File: src/rtl/core/usbe_pkg.sv
// Shared types, request codes and the descriptor ROM image for the EP0
// standard request engine. No dependencies.
package usbe_pkg;

  localparam int MAX_PACKET_DEF = 64;

  // Device events carried in the input tuser
  typedef enum logic [1:0] {
    EV_BUS_RESET = 2'd0,
    EV_SETUP     = 2'd1,
    EV_IN_DONE   = 2'd2,
    EV_OUT_DONE  = 2'd3
  } event_e;

  typedef enum logic [1:0] {
    DEV_POWERED    = 2'd0,
    DEV_DEFAULT    = 2'd1,
    DEV_ADDRESSED  = 2'd2,
    DEV_CONFIGURED = 2'd3
  } dev_state_e;

  // What one event answers with
  typedef enum logic [1:0] {
    REPLY_NONE  = 2'd0,
    REPLY_STALL = 2'd1,
    REPLY_ZLP   = 2'd2,
    REPLY_DATA  = 2'd3
  } reply_e;

  // Engine sequencer states
  typedef enum logic [1:0] {
    ST_IDLE,
    ST_REPLY,
    ST_READ,
    ST_PUT
  } fsm_e;

  localparam logic [1:0] TYPE_STANDARD  = 2'd0;
  localparam logic [4:0] RCPT_DEVICE    = 5'd0;
  localparam logic [3:0] EP_CONTROL     = 4'd0;

  localparam logic [7:0] REQ_GET_STATUS        = 8'h00;
  localparam logic [7:0] REQ_SET_ADDRESS       = 8'h05;
  localparam logic [7:0] REQ_GET_DESCRIPTOR    = 8'h06;
  localparam logic [7:0] REQ_GET_CONFIGURATION = 8'h08;
  localparam logic [7:0] REQ_SET_CONFIGURATION = 8'h09;

  localparam logic [7:0] DESC_DEVICE = 8'h01;
  localparam logic [7:0] DESC_CONFIG = 8'h02;
  localparam logic [7:0] DESC_STRING = 8'h03;
  localparam logic [7:0] DESC_HID    = 8'h21;
  localparam logic [7:0] DESC_REPORT = 8'h22;

  localparam int ROM_DEPTH = 132;
  localparam int ROM_AW    = $clog2(ROM_DEPTH);

  // Base and length of each reply inside the ROM image
  localparam logic [ROM_AW-1:0] BASE_DEV  = ROM_AW'(0);
  localparam logic [ROM_AW-1:0] BASE_CFG  = ROM_AW'(18);
  localparam logic [ROM_AW-1:0] BASE_HID  = ROM_AW'(36);
  localparam logic [ROM_AW-1:0] BASE_RPT  = ROM_AW'(52);
  localparam logic [ROM_AW-1:0] BASE_STR0 = ROM_AW'(115);
  localparam logic [ROM_AW-1:0] BASE_STRN = ROM_AW'(119);
  localparam logic [ROM_AW-1:0] BASE_ONE  = ROM_AW'(129);
  localparam logic [ROM_AW-1:0] BASE_TWOZ = ROM_AW'(130);
  // Offset of bMaxPacketSize0 in the device descriptor
  localparam logic [ROM_AW-1:0] ADDR_MPS  = ROM_AW'(7);

  localparam logic [6:0] LEN_DEV  = 7'd18;
  localparam logic [6:0] LEN_CFG  = 7'd34;
  localparam logic [6:0] LEN_HID  = 7'd9;
  localparam logic [6:0] LEN_RPT  = 7'd63;
  localparam logic [6:0] LEN_STR0 = 7'd4;
  localparam logic [6:0] LEN_STRN = 7'd10;
  localparam logic [6:0] LEN_ONE  = 7'd1;
  localparam logic [6:0] LEN_TWOZ = 7'd2;

  localparam logic [7:0] DESC_ROM [ROM_DEPTH] = '{
    // device descriptor (byte 7 patched with the packet size)
    8'h12, 8'h01, 8'h00, 8'h02, 8'h00, 8'h00, 8'h00, 8'h00, 8'hD8,
    8'h04, 8'h02, 8'h00, 8'h00, 8'h00, 8'h01, 8'h02, 8'h00, 8'h01,
    // configuration, interface, HID and endpoint descriptors
    8'h09, 8'h02, 8'h22, 8'h00, 8'h01, 8'h01, 8'h00, 8'h80, 8'h32,
    8'h09, 8'h04, 8'h00, 8'h00, 8'h01, 8'h03, 8'h01, 8'h01, 8'h00,
    8'h09, 8'h21, 8'h00, 8'h01, 8'h00, 8'h01, 8'h22, 8'h3F, 8'h00,
    8'h07, 8'h05, 8'h81, 8'h03, 8'h08, 8'h00, 8'h01,
    // report descriptor
    8'h05, 8'h01, 8'h09, 8'h06, 8'hA1, 8'h01, 8'h05, 8'h07,
    8'h19, 8'hE0, 8'h29, 8'hE7, 8'h15, 8'h00, 8'h25, 8'h01,
    8'h75, 8'h01, 8'h95, 8'h08, 8'h81, 8'h02, 8'h95, 8'h01,
    8'h75, 8'h08, 8'h81, 8'h01, 8'h95, 8'h05, 8'h75, 8'h01,
    8'h05, 8'h08, 8'h19, 8'h01, 8'h29, 8'h05, 8'h91, 8'h02,
    8'h95, 8'h01, 8'h75, 8'h03, 8'h91, 8'h01, 8'h95, 8'h06,
    8'h75, 8'h08, 8'h15, 8'h00, 8'h25, 8'h65, 8'h05, 8'h07,
    8'h19, 8'h00, 8'h29, 8'h65, 8'h81, 8'h00, 8'hC0,
    // language string, name string
    8'h04, 8'h03, 8'h09, 8'h04,
    8'h0A, 8'h03, 8'h44, 8'h00, 8'h65, 8'h00, 8'h6D, 8'h00, 8'h30, 8'h00,
    // configuration value, status word
    8'h01, 8'h00, 8'h00
  };

  // Decoded setup request
  typedef struct packed {
    reply_e            kind;
    logic [ROM_AW-1:0] base;
    logic [6:0]        len;
    logic              set_addr;
    logic              set_cfg;
  } req_dec_t;

endpackage

File: src/rtl/core/usbe_desc_rom.sv
// Synchronous descriptor ROM with a registered read.
// Depends on usbe_pkg for the image and address width.
module usbe_desc_rom #(
  parameter int MaxPacket = usbe_pkg::MAX_PACKET_DEF
) (
  input  logic                       clk_i,
  input  logic [usbe_pkg::ROM_AW-1:0] addr_i,
  output logic [7:0]                 data_o
);

  logic [7:0] data_q;

  // Patch bMaxPacketSize0 on the way out
  always_ff @(posedge clk_i) begin
    if (addr_i == usbe_pkg::ADDR_MPS) begin
      data_q <= 8'(MaxPacket);
    end else begin
      data_q <= usbe_pkg::DESC_ROM[addr_i];
    end
  end

  assign data_o = data_q;

endmodule

File: src/rtl/core/usbe_req_decode.sv
// Setup request decoder: picks the reply and the ROM slice to send.
// Depends on usbe_pkg.
module usbe_req_decode #(
  parameter int MaxPacket = usbe_pkg::MAX_PACKET_DEF
) (
  input  logic [4:0]         recipient_i,
  input  logic [1:0]         request_kind_i,
  input  logic [7:0]         request_code_i,
  input  logic [15:0]        request_value_i,
  output usbe_pkg::req_dec_t dec_o
);

  localparam logic [6:0] MaxLen = 7'(MaxPacket);

  logic [7:0] desc_type;
  logic [7:0] desc_index;

  assign desc_type  = request_value_i[15:8];
  assign desc_index = request_value_i[7:0];

  always_comb begin
    dec_o = '{kind: usbe_pkg::REPLY_STALL, base: '0, len: '0,
              set_addr: 1'b0, set_cfg: 1'b0};
    if (request_kind_i == usbe_pkg::TYPE_STANDARD) begin
      case (request_code_i)
        usbe_pkg::REQ_GET_CONFIGURATION: begin
          dec_o.kind = usbe_pkg::REPLY_DATA;
          dec_o.base = usbe_pkg::BASE_ONE;
          dec_o.len  = usbe_pkg::LEN_ONE;
        end
        usbe_pkg::REQ_GET_STATUS: begin
          if (recipient_i == usbe_pkg::RCPT_DEVICE) begin
            dec_o.kind = usbe_pkg::REPLY_DATA;
            dec_o.base = usbe_pkg::BASE_TWOZ;
            dec_o.len  = usbe_pkg::LEN_TWOZ;
          end
        end
        usbe_pkg::REQ_SET_ADDRESS: begin
          dec_o.kind     = usbe_pkg::REPLY_ZLP;
          dec_o.set_addr = 1'b1;
        end
        usbe_pkg::REQ_SET_CONFIGURATION: begin
          dec_o.kind    = usbe_pkg::REPLY_ZLP;
          dec_o.set_cfg = 1'b1;
        end
        usbe_pkg::REQ_GET_DESCRIPTOR: begin
          dec_o.kind = usbe_pkg::REPLY_DATA;
          if (desc_type == usbe_pkg::DESC_DEVICE) begin
            dec_o.base = usbe_pkg::BASE_DEV;
            dec_o.len  = usbe_pkg::LEN_DEV;
          end else if (desc_type == usbe_pkg::DESC_CONFIG && desc_index == 8'd0) begin
            dec_o.base = usbe_pkg::BASE_CFG;
            dec_o.len  = usbe_pkg::LEN_CFG;
          end else if (desc_type == usbe_pkg::DESC_STRING && desc_index == 8'd0) begin
            dec_o.base = usbe_pkg::BASE_STR0;
            dec_o.len  = usbe_pkg::LEN_STR0;
          end else if (desc_type == usbe_pkg::DESC_STRING &&
                       (desc_index == 8'd1 || desc_index == 8'd2)) begin
            dec_o.base = usbe_pkg::BASE_STRN;
            dec_o.len  = usbe_pkg::LEN_STRN;
          end else if (desc_type == usbe_pkg::DESC_REPORT && desc_index == 8'd0) begin
            dec_o.base = usbe_pkg::BASE_RPT;
            dec_o.len  = usbe_pkg::LEN_RPT;
          end else if (desc_type == usbe_pkg::DESC_HID && desc_index == 8'd0) begin
            dec_o.base = usbe_pkg::BASE_HID;
            dec_o.len  = usbe_pkg::LEN_HID;
          end else begin
            dec_o.kind = usbe_pkg::REPLY_STALL;
          end
          // single packet only: cut long descriptors
          if (dec_o.len > MaxLen) begin
            dec_o.len = MaxLen;
          end
        end
        default: ;
      endcase
    end
  end

endmodule

File: src/rtl/core/usb_ep0_standard_request_engine.sv
// EP0 standard request engine: device state, address and IN toggle,
// with data replies streamed from a synchronous descriptor ROM.
// Flow: an accepted request goes to ST_REPLY, which loads the reply, or for data
// to ST_READ (ROM read) and then ST_PUT (output load) for each reply byte in turn;
//   ST_REPLY and ST_PUT wait for a free output, and no new request is taken until the last load.
// Reset (rst_ni low, asynchronous): state powered, address 0, nothing pending.
module usb_ep0_standard_request_engine #(
  parameter int MaxPacket = usbe_pkg::MAX_PACKET_DEF
) (
  input  logic        clk_i,
  input  logic        rst_ni,
  input  logic        s_axis_tvalid_i,
  output logic        s_axis_tready_o,
  // [3:0] endpoint, [8:4] recipient, [10:9] request_kind, [11] direction,
  // [19:12] request_code, [35:20] request_value, [39:36] zero
  input  logic [39:0] s_axis_tdata_i,
  // [1:0] mode
  input  logic [1:0]  s_axis_tuser_i,
  output logic        m_axis_tvalid_o,
  input  logic        m_axis_tready_i,
  // [7:0] data_byte, [14:8] packet_length, [16:15] device_state,
  // [23:17] device_address
  output logic [23:0] m_axis_tdata_o,
  // [0] stall_res, [1] in_armed, [2] data_toggle
  output logic [2:0]  m_axis_tuser_o,
  output logic        m_axis_tlast_o
);

  localparam int AW = usbe_pkg::ROM_AW;

  // request fields
  logic [3:0]        endpoint;
  logic [4:0]        recipient;
  logic [1:0]        request_kind;
  logic [7:0]        request_code;
  logic [15:0]       request_value;
  usbe_pkg::event_e  mode;

  assign endpoint      = s_axis_tdata_i[3:0];
  assign recipient     = s_axis_tdata_i[8:4];
  assign request_kind  = s_axis_tdata_i[10:9];
  assign request_code  = s_axis_tdata_i[19:12];
  assign request_value = s_axis_tdata_i[35:20];
  assign mode          = usbe_pkg::event_e'(s_axis_tuser_i);

  usbe_pkg::fsm_e       fsm_q, fsm_d;
  usbe_pkg::dev_state_e dev_state_q, dev_state_d;
  logic [6:0]           dev_addr_q, dev_addr_d;
  logic                 addr_pend_q, addr_pend_d;
  logic [6:0]           pend_addr_q, pend_addr_d;
  logic                 toggle_q, toggle_d;
  usbe_pkg::reply_e     kind_q, kind_d;
  logic [AW-1:0]        base_q, base_d;
  logic [6:0]           len_q, len_d;
  logic [6:0]           idx_q, idx_d;

  logic                 out_valid_q, out_valid_d;
  logic [23:0]          out_data_q, out_data_d;
  logic [2:0]           out_user_q, out_user_d;
  logic                 out_last_q, out_last_d;

  usbe_pkg::req_dec_t   dec;
  logic [7:0]           rom_data;
  logic [AW-1:0]        rom_addr;

  usbe_req_decode #(
    .MaxPacket(MaxPacket)
  ) u_decode (
    .recipient_i    (recipient),
    .request_kind_i (request_kind),
    .request_code_i (request_code),
    .request_value_i(request_value),
    .dec_o          (dec)
  );

  // address is held steady while a byte waits for the output register
  assign rom_addr = base_q + AW'(idx_q);

  usbe_desc_rom #(
    .MaxPacket(MaxPacket)
  ) u_rom (
    .clk_i (clk_i),
    .addr_i(rom_addr),
    .data_o(rom_data)
  );

  always_ff @(posedge clk_i or negedge rst_ni) begin
    if (!rst_ni) begin
      fsm_q       <= usbe_pkg::ST_IDLE;
      dev_state_q <= usbe_pkg::DEV_POWERED;
      dev_addr_q  <= '0;
      addr_pend_q <= 1'b0;
      pend_addr_q <= '0;
      toggle_q    <= 1'b0;
      kind_q      <= usbe_pkg::REPLY_NONE;
      idx_q       <= '0;
      out_valid_q <= 1'b0;
    end else begin
      fsm_q       <= fsm_d;
      dev_state_q <= dev_state_d;
      dev_addr_q  <= dev_addr_d;
      addr_pend_q <= addr_pend_d;
      pend_addr_q <= pend_addr_d;
      toggle_q    <= toggle_d;
      kind_q      <= kind_d;
      idx_q       <= idx_d;
      out_valid_q <= out_valid_d;
    end
  end

  always_ff @(posedge clk_i) begin
    base_q     <= base_d;
    len_q      <= len_d;
    out_data_q <= out_data_d;
    out_user_q <= out_user_d;
    out_last_q <= out_last_d;
  end

  always_comb begin
    logic       out_free;
    logic       load;
    logic       armed;
    logic       is_last;
    logic [7:0] byte_out;
    logic [6:0] len_out;

    fsm_d       = fsm_q;
    dev_state_d = dev_state_q;
    dev_addr_d  = dev_addr_q;
    addr_pend_d = addr_pend_q;
    pend_addr_d = pend_addr_q;
    toggle_d    = toggle_q;
    kind_d      = kind_q;
    base_d      = base_q;
    len_d       = len_q;
    idx_d       = idx_q;
    out_data_d  = out_data_q;
    out_user_d  = out_user_q;
    out_last_d  = out_last_q;

    out_free        = !out_valid_q || m_axis_tready_i;
    load            = 1'b0;
    is_last         = 1'b1;
    byte_out        = 8'd0;
    s_axis_tready_o = (fsm_q == usbe_pkg::ST_IDLE);

    case (fsm_q)
      usbe_pkg::ST_IDLE: begin
        if (s_axis_tvalid_i) begin
          // apply the event to the device state now; results report it after
          kind_d = usbe_pkg::REPLY_NONE;
          idx_d  = '0;
          len_d  = '0;
          base_d = '0;
          fsm_d  = usbe_pkg::ST_REPLY;
          case (mode)
            usbe_pkg::EV_BUS_RESET: begin
              dev_addr_d  = '0;
              dev_state_d = usbe_pkg::DEV_DEFAULT;
              addr_pend_d = 1'b0;
              toggle_d    = 1'b0;
            end
            usbe_pkg::EV_SETUP: begin
              kind_d   = dec.kind;
              base_d   = dec.base;
              len_d    = dec.len;
              // setup clears the toggle; an armed reply then goes as DATA1
              toggle_d = dec.kind inside {usbe_pkg::REPLY_ZLP, usbe_pkg::REPLY_DATA};
              if (dec.set_addr) begin
                addr_pend_d = 1'b1;
                pend_addr_d = request_value[6:0];
              end
              if (dec.set_cfg) begin
                dev_state_d = (request_value == 16'd0) ? usbe_pkg::DEV_ADDRESSED
                                                       : usbe_pkg::DEV_CONFIGURED;
              end
              if (dec.kind == usbe_pkg::REPLY_DATA) begin
                fsm_d = usbe_pkg::ST_READ;
              end
            end
            usbe_pkg::EV_IN_DONE: begin
              if (endpoint == usbe_pkg::EP_CONTROL && addr_pend_q) begin
                addr_pend_d = 1'b0;
                dev_addr_d  = pend_addr_q;
                dev_state_d = (pend_addr_q == 7'd0) ? usbe_pkg::DEV_DEFAULT
                                                    : usbe_pkg::DEV_ADDRESSED;
              end
            end
            usbe_pkg::EV_OUT_DONE: begin
              if (endpoint == usbe_pkg::EP_CONTROL) begin
                kind_d   = usbe_pkg::REPLY_ZLP;
                toggle_d = !toggle_q;
              end
            end
            default: ;
          endcase
        end
      end
      usbe_pkg::ST_REPLY: begin
        if (out_free) begin
          load  = 1'b1;
          fsm_d = usbe_pkg::ST_IDLE;
        end
      end
      usbe_pkg::ST_READ: begin
        fsm_d = usbe_pkg::ST_PUT;
      end
      usbe_pkg::ST_PUT: begin
        byte_out = rom_data;
        is_last  = (idx_q + 7'd1 == len_q);
        if (out_free) begin
          load  = 1'b1;
          idx_d = idx_q + 7'd1;
          fsm_d = is_last ? usbe_pkg::ST_IDLE : usbe_pkg::ST_READ;
        end
      end
      default: fsm_d = usbe_pkg::ST_IDLE;
    endcase

    armed   = kind_q inside {usbe_pkg::REPLY_ZLP, usbe_pkg::REPLY_DATA};
    len_out = (kind_q == usbe_pkg::REPLY_DATA) ? len_q : 7'd0;

    // hold the output until taken, drop valid once it is
    out_valid_d = out_valid_q && !m_axis_tready_i;
    if (load) begin
      out_valid_d = 1'b1;
      out_data_d  = {dev_addr_q, dev_state_q, len_out, byte_out};
      out_user_d  = {armed && toggle_q, armed, kind_q == usbe_pkg::REPLY_STALL};
      out_last_d  = is_last;
    end
  end

  assign m_axis_tvalid_o = out_valid_q;
  assign m_axis_tdata_o  = out_data_q;
  assign m_axis_tuser_o  = out_user_q;
  assign m_axis_tlast_o  = out_last_q;

endmodule

File: config.mk
export PLATFORM = sky130hd
export DESIGN_NAME = usb_ep0_standard_request_engine
export DESIGN_NICKNAME = d
export VERILOG_FILES = /design/src/rtl/core/usbe_pkg.sv /design/src/rtl/core/usbe_desc_rom.sv /design/src/rtl/core/usbe_req_decode.sv /design/src/rtl/core/usb_ep0_standard_request_engine.sv
export SDC_FILE = /design/constraint.sdc
export NUM_CORES = 1
export LEC_CHECK = 0
export BUFFER_PORTS_ARGS = -buffer_cell sky130_fd_sc_hd__buf_2
export CAP_MARGIN = 20
export CORE_MARGIN = 1.5
export CORE_UTILIZATION = 45
export DETAILED_ROUTE_END_ITERATION = 8
export PLACE_DENSITY = 0.72
export SETUP_SLACK_MARGIN = 0.3
export SLEW_MARGIN = 20
export SYNTH_ARGS = -nofsm -noshare
export SYNTH_HDL_FRONTEND = slang
export SYNTH_HIERARCHICAL = 1
export SYNTH_SLANG_ARGS = --single-unit
File: constraint.sdc
create_clock -name clk_i -period 3.1 [get_ports clk_i]
set_input_delay 0 -clock clk_i [delete_from_list [all_inputs] [get_ports clk_i]]
set_output_delay 0 -clock clk_i [all_outputs]
set_load 0.01 [all_outputs]
=== After elaboration in Yosys (flattened, before gate mapping) ===
Memory sizes are Yosys's and may differ from the RTL's. A register that Yosys moved wholly into a read port is not among the register bits.
Cells that the tools add are included.

* Flip-flop bits (word level): 73
* ROM bits: 2048
* Output and inout port bits: 30
* Word-level logic and storage cells: 139
* Memories kept: 1

* Add/subtract/negate cells: 2
* Order comparisons: 1
* Eq/ne operators: 31
* Multiplexer cells: 48
* Bitwise operators: 1
* Reduce and logical (&&, ||, !) cells: 39

{| class="wikitable"
|+ Memories
! memory !! words !! bits a word !! rd ports !! clocked after Yosys merged registers in !! wr ports !! RTL line !! source
|-
| (no name shown) || 256 || 8 || 1 || 1 || 0 || usbe_desc_rom.sv:18 || <nowiki>data_q <= usbe_pkg::DESC_ROM[addr_i];</nowiki>
|}

{| class="wikitable"
|+ Operators by type and width
! operator !! number
|-
| $mux 15 || 7
|-
| $pmux 15 s3 || 1
|-
| $mux 2 || 16
|-
| $mux 7 || 4
|-
| $pmux 7 s2 || 2
|-
| $eq 8x2->1 const B || 3
|-
| $eq 8x3->1 const B || 3
|-
| $mux 19 || 1
|-
| $mux 17 || 1
|-
| $eq 2x2->1 const B || 8
|-
| $eq 8x1->1 const B || 2
|-
| $eq 8x4->1 const B || 2
|-
| $eq 8x6->1 const B || 2
|-
| $logic_not 16->1 || 1
|-
| $logic_not 8->1 || 2
|-
| $pmux 2 s4 || 2
|-
| $ne 2x2->1 const B || 7
|-
| $mux 13 || 1
|-
| $reduce_and 4->1 || 3
|-
| $reduce_and 5->1 || 2
|-
| $mux 1 || 9
|-
| $not 8->9 || 1
|-
| $add 8x7->8 || 1
|-
| $logic_and 1x1->1 || 8
|-
| other kinds (18) || 33
|}

=== Depth between registers and ports, before layout ===
Gate-level depths: netlist (run 1).

* Word-level depth: 19
* Depth in mapped cells: 14
* Gate-level depth less buffers: 13

=== Modules after synthesis ===
Netlist (run 1), hierarchy kept.

{| class="wikitable"
|+ Modules (own cells, without submodules)
! module !! instances !! cells each !! area an instance (um^2) !! sequential area each (um^2)
|-
| usb_ep0_standard_request_engine || 1 || 273 || 3420.8 || 2042.0
|-
| usbe_desc_rom || 1 || 207 || 1516.5 || 160.2
|-
| usbe_req_decode || 1 || 85 || 559.3 || 0.0
|}

=== Worst setup path after synthesis (run 1) ===
No wires, ideal clock.

* Path type: reg-to-reg
* From: register idx_q[0]
* To: register u_rom.data_q[1], in the netlist u_rom/data_o[1]
* Library setup time: 0.066 ns
* Arrival: 2.788 ns
* Slack: 0.246 ns
* Stages on the path, launching flop included: 12
* Path buffers: 0
* Cells stage by stage: dfrtp_1 ha_1 inv_1 fa_1 inv_1 inv_1 ha_1 nor2_1 a21oi_1 mux4_2 a211o_1 a21oi_2

* Cells in the longest elaborated chain, start to end: 2
* Elaborated cells between the ends (all ways): 3
* Those cells by class: add/sub: 1; eq/ne: 1; bitwise: 1

{| class="wikitable"
|+ Ends and longest elaborated chain
! what !! RTL line !! source
|-
| start: declaration || usb_ep0_standard_request_engine.sv:55 || <nowiki>logic [6:0] idx_q, idx_d;</nowiki>
|-
| start signal: assignment || usb_ep0_standard_request_engine.sv:106 || <nowiki>idx_q <= idx_d;</nowiki>
|-
| $add 8x7->8 * || usb_ep0_standard_request_engine.sv:77 || <nowiki>assign rom_addr = base_q + AW'(idx_q);</nowiki>
|-
| net rom_addr[1] || usb_ep0_standard_request_engine.sv:64 || <nowiki>logic [AW-1:0] rom_addr;</nowiki>
|-
| $eq 8x3->1 / $not 8->9 (equally long branches) || usbe_desc_rom.sv:15, usbe_desc_rom.sv:18 ||
|-
| end: declaration || usbe_desc_rom.sv:11 || <nowiki>logic [7:0] data_q;</nowiki>
|}

The timed path passes the listed nets; every way through them passes the cells marked *.
A chain may end at the register's enable or synchronous reset.

=== Worst setup path in the final report (run 1) ===
* From: register idx_q[1]
* To: register u_rom.data_q[1], in the netlist u_rom/data_o[1]

The elaborated chain is that of the path after synthesis.

==> impl_metrics.ini, run 1 <==
[die]
die_y_um = 114
placementRows = 40
start_util_pct = 46.0
die_w_um = 114
die_area_sq_um = 12900
core-area_sq_um = 12000
io_pins = 76

[power_and_ir_drop]
switching_share_pct = 33.2
p_leak_nw = 2.85
p_comb_share_pct = 36.0
seqPwrFrac_pct = 37.4
power.internal_mw = 2.78
clkPwrFrac_pct = 26.6
power.density_nw_per_um2 = 602
p_sw_mw = 1.38
p_total_mw = 4.16
peakVddDrop_mv = 0.294

[cells_and_area]
syn2layout_area_growth_pct = 25.7
final-seq-area_sq_um = 2200
final_area_sq_um = 6910
fin_nets = 740
n_fill_cell = 1018
num_antenna_cells = 0
drive_gt1_share_pct = 31.6
multi_input_area_sq_um = 3190
fin_util_pct = 57.8

[timing]
setup_tns_ns = 0
setup_viol = 0
skew_ns = 0.00917
slew_violations = 0
slew_headroom_pct = 51.5
finalCritPeriodShare_pct = 88.8
max_clock_freq_mhz = 363
period_minus_slack_ns = 2.75
max_slew.worst_pin.slew_ns = 0.718
rsz0062_at_grt = yes
hold_viol = 0

[synthesis]
synth-edff-count = 43
synthArstFlopShare_pct = 37.0
synth-seq-cells = 81
postSynthAreaPerCell_sq_um = 9.73
netlist_area_sq_um = 5500
synth_area_leader_cell = edfxtp_1
yosysSeqAreaShare_pct = 40.1
synthFlopType = edfxtp_1
synth_top_area_share_pct = 23.5
ys_warn_count = 6
netlist_instances = 565
ys_types = 79
synth_area_leaders = edfxtp_1, dfrtp_1, ha_1

[drt]
vias_per_cell = 5.87
firstDrtPassIters = 5
drc_errors = 0
ant_nets = 0
routed_wirelength_um = 14600
via_count = 4835
wl_per_cell_um = 17.7
drtIter0Drc = 310

[setup_path]
critPathTopFamily = adder cells
crit_top_cell = buf_4
critical_path_class = reg2reg
critPathMaxStageDelay_ns = 0.46
crit_path_end_kind = flop
critPathLaunchType = flop
cp_cell_sequence = buf_4 -> inv_1 -> fa_2 -> inv_4 -> buf_4 -> ha_1 -> mux2i_1 -> mux4_2 -> a211o_1 -> a21oi_2
required_ns = 3.36
crit_slowest_cell = fa_2
path_buf_inv = 4
cp_max_fo = 6
worstPathArrival_ns = 3.02

[grt]
grtUsageTotal_pct = 22.5
grt_pass1_vias = 4539
antenna_found_initial = 0
grt_pass1_wl_um = 23100
grt_overflow = 0
grt_max_degree = 32

[clock_network]
h-tree-depth = 3
cts.sinks = 81
cts_tree = done
numCtsBuffers = 9
cts.path.max_buffers = 2
clock_latency_ns = 0.33
clkTransAtPathRegs_ns = 0.06
ctsRootBufferMaster = clkbuf_16

[run_status]
status = completed

[place]
gp_congestion = 0.882
place_area_sq_um = 6160
io_buffers = 70
hpwl_um = 10500

[worst_hold_path]
hold_path.class = in2reg

[job]
cap_violations = 0
[flip-flops by register name, indices dropped and copies added (netlist names)]
| name | flops |
|---|---|
| len_q | 7 |
| idx_q | 7 |
| m_axis_tdata_o | 24 |
| m_axis_tvalid_o | 1 |
| dev_state_q | 2 |
| base_q | 8 |
| fsm_q | 2 |
| addr_pend_q | 1 |
| pend_addr_q | 7 |
| dev_addr_q | 7 |
| kind_q | 2 |
| u_rom/data_o | 8 |
| m_axis_tuser_o | 3 |
| m_axis_tlast_o | 1 |
| toggle_q | 1 |
[worst reg2reg max path, cell delays in order, from the launching register on]
cell and delay, ns:
dfrtp_2 0.45, buf_4 0.16, inv_1 0.08, fa_2 0.46, inv_4 0.10, buf_4 0.16, ha_1 0.29, mux2i_1 0.10
mux4_2 0.46, a211o_1 0.30, a21oi_2 0.13
[cells in the final DEF, fill, tap and decap left out, types with 5 or more instances in the layout]
cell type      instances
and2_1                20
a22oi_1                7
nand2_1               41
o211ai_1              11
a31oi_1                7
xnor2_1               12
dfrtp_1               29
o21ai_0               22
dfxtp_1                8
mux2_2                12
a22o_1                 8
nand2b_1              14
nand3_1               23
ha_1                  15
and3_1                21
xor2_1                 5
nand2_2                5
clkbuf_16             10
inv_1                 16
a311oi_1               5
nor4_1                 8
buf_4                 52
mux2i_1                7
buf_2                 70
nor2b_1               10
a211oi_1               9
edfxtp_1              43
nor3_1                 8
dlygate4sd3_1          7
a21oi_1               20
o31ai_1                6
nor2_1                25
[layer usage]
metal  share of wire [%]  wire length [um]  track usage (%)
met5                   0                 0                0
met4                0.57                83             3.58
met3                 5.0               728             3.51
met2                  49              7160             37.6
met1                  45              6650             31.6
[power by group through the flow]
stage          combinational, mW  clock [mW]  sequential (mW)
2_1_floorplan              0.788           0             1.59
3_3_place_gp                1.28           0             1.57
3_5_place_dp                1.30           0             1.58
4_1_cts                     1.34        1.12             1.56
5_1_grt                     1.63        1.16             1.58
6_report                    1.50        1.11             1.56
[cells by family after synthesis]
family / synth area share [%]
AO/OA/AOI/OAI: 19.1
XOR/XNOR: 3.19
adder cells (fa/ha/maj): 5.14
buffers and inverters: 5.24
flip-flops: 40.1
multiplexers: 5.37
other: 0.0682
AND/OR/NAND/NOR: 21.9
[worst paths after layout]
check	end	depth (start not counted)	slack (ns)	from
setup / recovery	u_rom/data_o[1]	10	0.35	idx_q[1]
hold / removal	pend_addr_q[0]	2	0.01	s_axis_tdata_i[20]
setup reg to reg	u_rom/data_o[1]	10	0.35	idx_q[1]
hold reg to reg	m_axis_tdata_o[20]	0	0.47	dev_addr_q[3]
max in group asynchronous	idx_q[1]	2	2.34	rst_ni
min in group asynchronous	m_axis_tvalid_o	2	0.26	rst_ni
[repair_timing]
action,in CTS,in global routing
hold endpoints to repair,36,0
setup endpoints to repair,8,8
pin swaps,2,16
resized for setup,18,27
buffers inserted,1,15
cloned,0,2
hold buffers,7,0
[synth_stat cells, types with 15 or more instances]
master / n
edfxtp_1: 43
nand2_1: 41
nor2_1: 31
dfrtp_1: 30
o21ai_0: 25
nand3_1: 24
clkbuf_1: 23
a21oi_1: 21
and3_1: 21
ha_1: 21
and2_1: 20
inv_1: 20
xnor2_1: 15
[final cells by class]
type,count,area share [%]
Clock buffer,11,3.37
Clock inverter,5,1.18
Inverter,22,1.29
Multi-Input combinational cell,423,46.2
Sequential cell,81,31.9
Tap cell,147,2.66
Timing Repair Buffer,135,13.4
[per-stage QoR]
| stage | setup slack, ns | hold WS, ns | std cells |
|---|---|---|---|
| floorplan | 0.322 | -0.296 | 566 |
| finish | 0.348 | 0.0140 | 824 |
| CTS | 0.324 | 0.00659 | 806 |
| global placement | 0.152 | 0.0728 | 782 |
| detailed placement | 0.148 | 0.0834 | 782 |
| global route | 0.227 | 0.0250 | 824 |
Power figures use the tool's default switching activity.
==> run 2, diff against run 1 <==
Settings changed: RECOVER_POWER from default to 50.
==> impl_metrics.ini, run 2 (synthesis gave the netlist of run 1 again) <==
[run_status]
status = complete, but fails checks
violations = capacitance limit, slew limit

[clock_network]
numCtsBuffers = 9
ctsRootBufferMaster = clkbuf_16
clock_latency_ns = 0.33
h-tree-depth = 3
cts.sinks = 81
clkTransAtPathRegs_ns = 0.06
cts_tree = done
cts.path.max_buffers = 2

[power_and_ir_drop]
seqPwrFrac_pct = 37.8
power.density_nw_per_um2 = 602
clkPwrFrac_pct = 26.7
p_comb_share_pct = 35.5
p_leak_nw = 2.76
p_sw_mw = 1.39
switching_share_pct = 33.6
power.internal_mw = 2.75
peakVddDrop_mv = 0.292

[die]
io_pins = 76
placementRows = 40
die_w_um = 114
die_area_sq_um = 12900
die_y_um = 114
core-area_sq_um = 12000
start_util_pct = 46.0

[setup_path]
critPathLaunchType = flop
crit_top_cell = buf_4
cp_cell_sequence = buf_4 -> inv_1 -> fa_2 -> inv_4 -> buf_4 -> ha_1 -> mux2i_1 -> mux4_2 -> a211o_1 -> a21oi_2
critPathMaxStageDelay_ns = 0.46
worstPathArrival_ns = 3.02
critical_path_class = reg2reg
crit_path_end_kind = flop
crit_slowest_cell = fa_2
cp_max_fo = 6
critPathTopFamily = adder cells
path_buf_inv = 4
required_ns = 3.36

[cells_and_area]
syn2layout_area_growth_pct = 24.9
drive_gt1_share_pct = 26.9
largest_reg_flops = 24
final_cell_mix = buf_4, edfxtp_1, nand2_1
final_common_cell = buf_4
final_area_sq_um = 6870
n_fill_cell = 1036
num_antenna_cells = 0
fin_nets = 740

[timing]
slew_violations = 31
setup_slack_ns = 0.345
skew_ns = 0.00848
setup_viol = 0
max_clock_freq_mhz = 363
hold_viol = 0
rsz0062_at_grt = yes
slew_headroom_pct = -12.7
period_minus_slack_ns = 2.76
finalCritPeriodShare_pct = 88.9
max_slew.worst_pin.slew_ns = 1.69
setup_tns_ns = 0

[drt]
drc_errors = 0
ant_nets = 0
firstDrtPassIters = 5
routed_wirelength_um = 14700
via_count = 4830
wl_per_cell_um = 17.8
vias_per_cell = 5.86
drtIter0Drc = 299

[worst_hold_path]
hold_path.class = in2reg

[grt]
grtUsageTotal_pct = 22.5
grt_pass1_vias = 4539
grt_max_degree = 32
grt_pass1_wl_um = 23100
antenna_found_initial = 0
grt_overflow = 0

[place]
dp_slack_ns = 0.148
hpwl_um = 10500
io_buffers = 70
gp_congestion = 0.882
place_area_sq_um = 6160

[job]
cap_violations = 1
## run 2: cell count changes in the layout (fill, tap and decap cells not counted), sizes merged
cell,before,now
clkbuf,12,43
buf,127,96
## run 2: final cells by class
type / count / area, sq um / share of cell area [%]
tap: 147 / 184 / 2.68
sequential: 81 / 2200 / 32.1
timing repair buffer: 135 / 887 / 12.9
multi-input combinational: 423 / 3190 / 46.4
clock buffer: 11 / 233 / 3.39
clock inverter: 5 / 81.3 / 1.18
inverter: 22 / 88.8 / 1.29
## run 2: power by group through the flow
| stage | Combinational (mW) | Sequential (mW) | Clock, mW |
|---|---|---|---|
| 3_3_place_gp | 1.28 | 1.57 | 0 |
| 5_1_grt | 1.59 | 1.59 | 1.16 |
| 6_report | 1.47 | 1.56 | 1.11 |
| 4_1_cts | 1.34 | 1.56 | 1.12 |
| 3_5_place_dp | 1.30 | 1.58 | 0 |
| 2_1_floorplan | 0.788 | 1.59 | 0 |
## run 2: routing by layer
| layer | global-route usage (%) | up-vias | wire [um] |
|---|---|---|---|
| li1 | - | 2331 | - |
| met1 | 31.6 | 2353 | 6800 |
| met2 | 37.6 | 137 | 7150 |
| met3 | 3.51 | 9 | 657 |
| met4 | 3.58 | 0 | 85 |
| met5 | 0 | - | 0 |
## run 2: worst paths after layout
path	startpoint	to	slack, ns	depth (start not counted)
setup / recovery	idx_q[1]	u_rom/data_o[1]	0.34	10
hold / removal	s_axis_tdata_i[20]	pend_addr_q[0]	0.01	2
setup reg to reg	idx_q[1]	u_rom/data_o[1]	0.34	10
hold reg to reg	dev_addr_q[3]	m_axis_tdata_o[20]	0.47	0
max in group asynchronous	rst_ni	idx_q[1]	1.35	2
min in group asynchronous	rst_ni	idx_q[6]	0.64	2
## run 2: timing repair
action,4_1_cts,5_1_grt
buffers inserted,1,15
gates cloned,0,2
hold endpoints to repair,36,0
pin swaps,2,16
hold buffers,7,0
endpoints found under the setup margin,8,8
resized for setup,18,27
## run 2: per-stage QoR
stage / total power, mW / utilization [%] / hold slack (ns) / cells
4_1_cts: 4.02 / 55.3 / 0.00659 / 806
5_1_grt: 4.35 / 57.4 / 0.0250 / 824
6_report: 4.14 / 57.4 / 0.0137 / 824
3_3_place_gp: 2.85 / 51.5 / 0.0728 / 782
3_5_place_dp: 2.88 / 51.5 / 0.0834 / 782
2_1_floorplan: 2.38 / - / -0.296 / 566
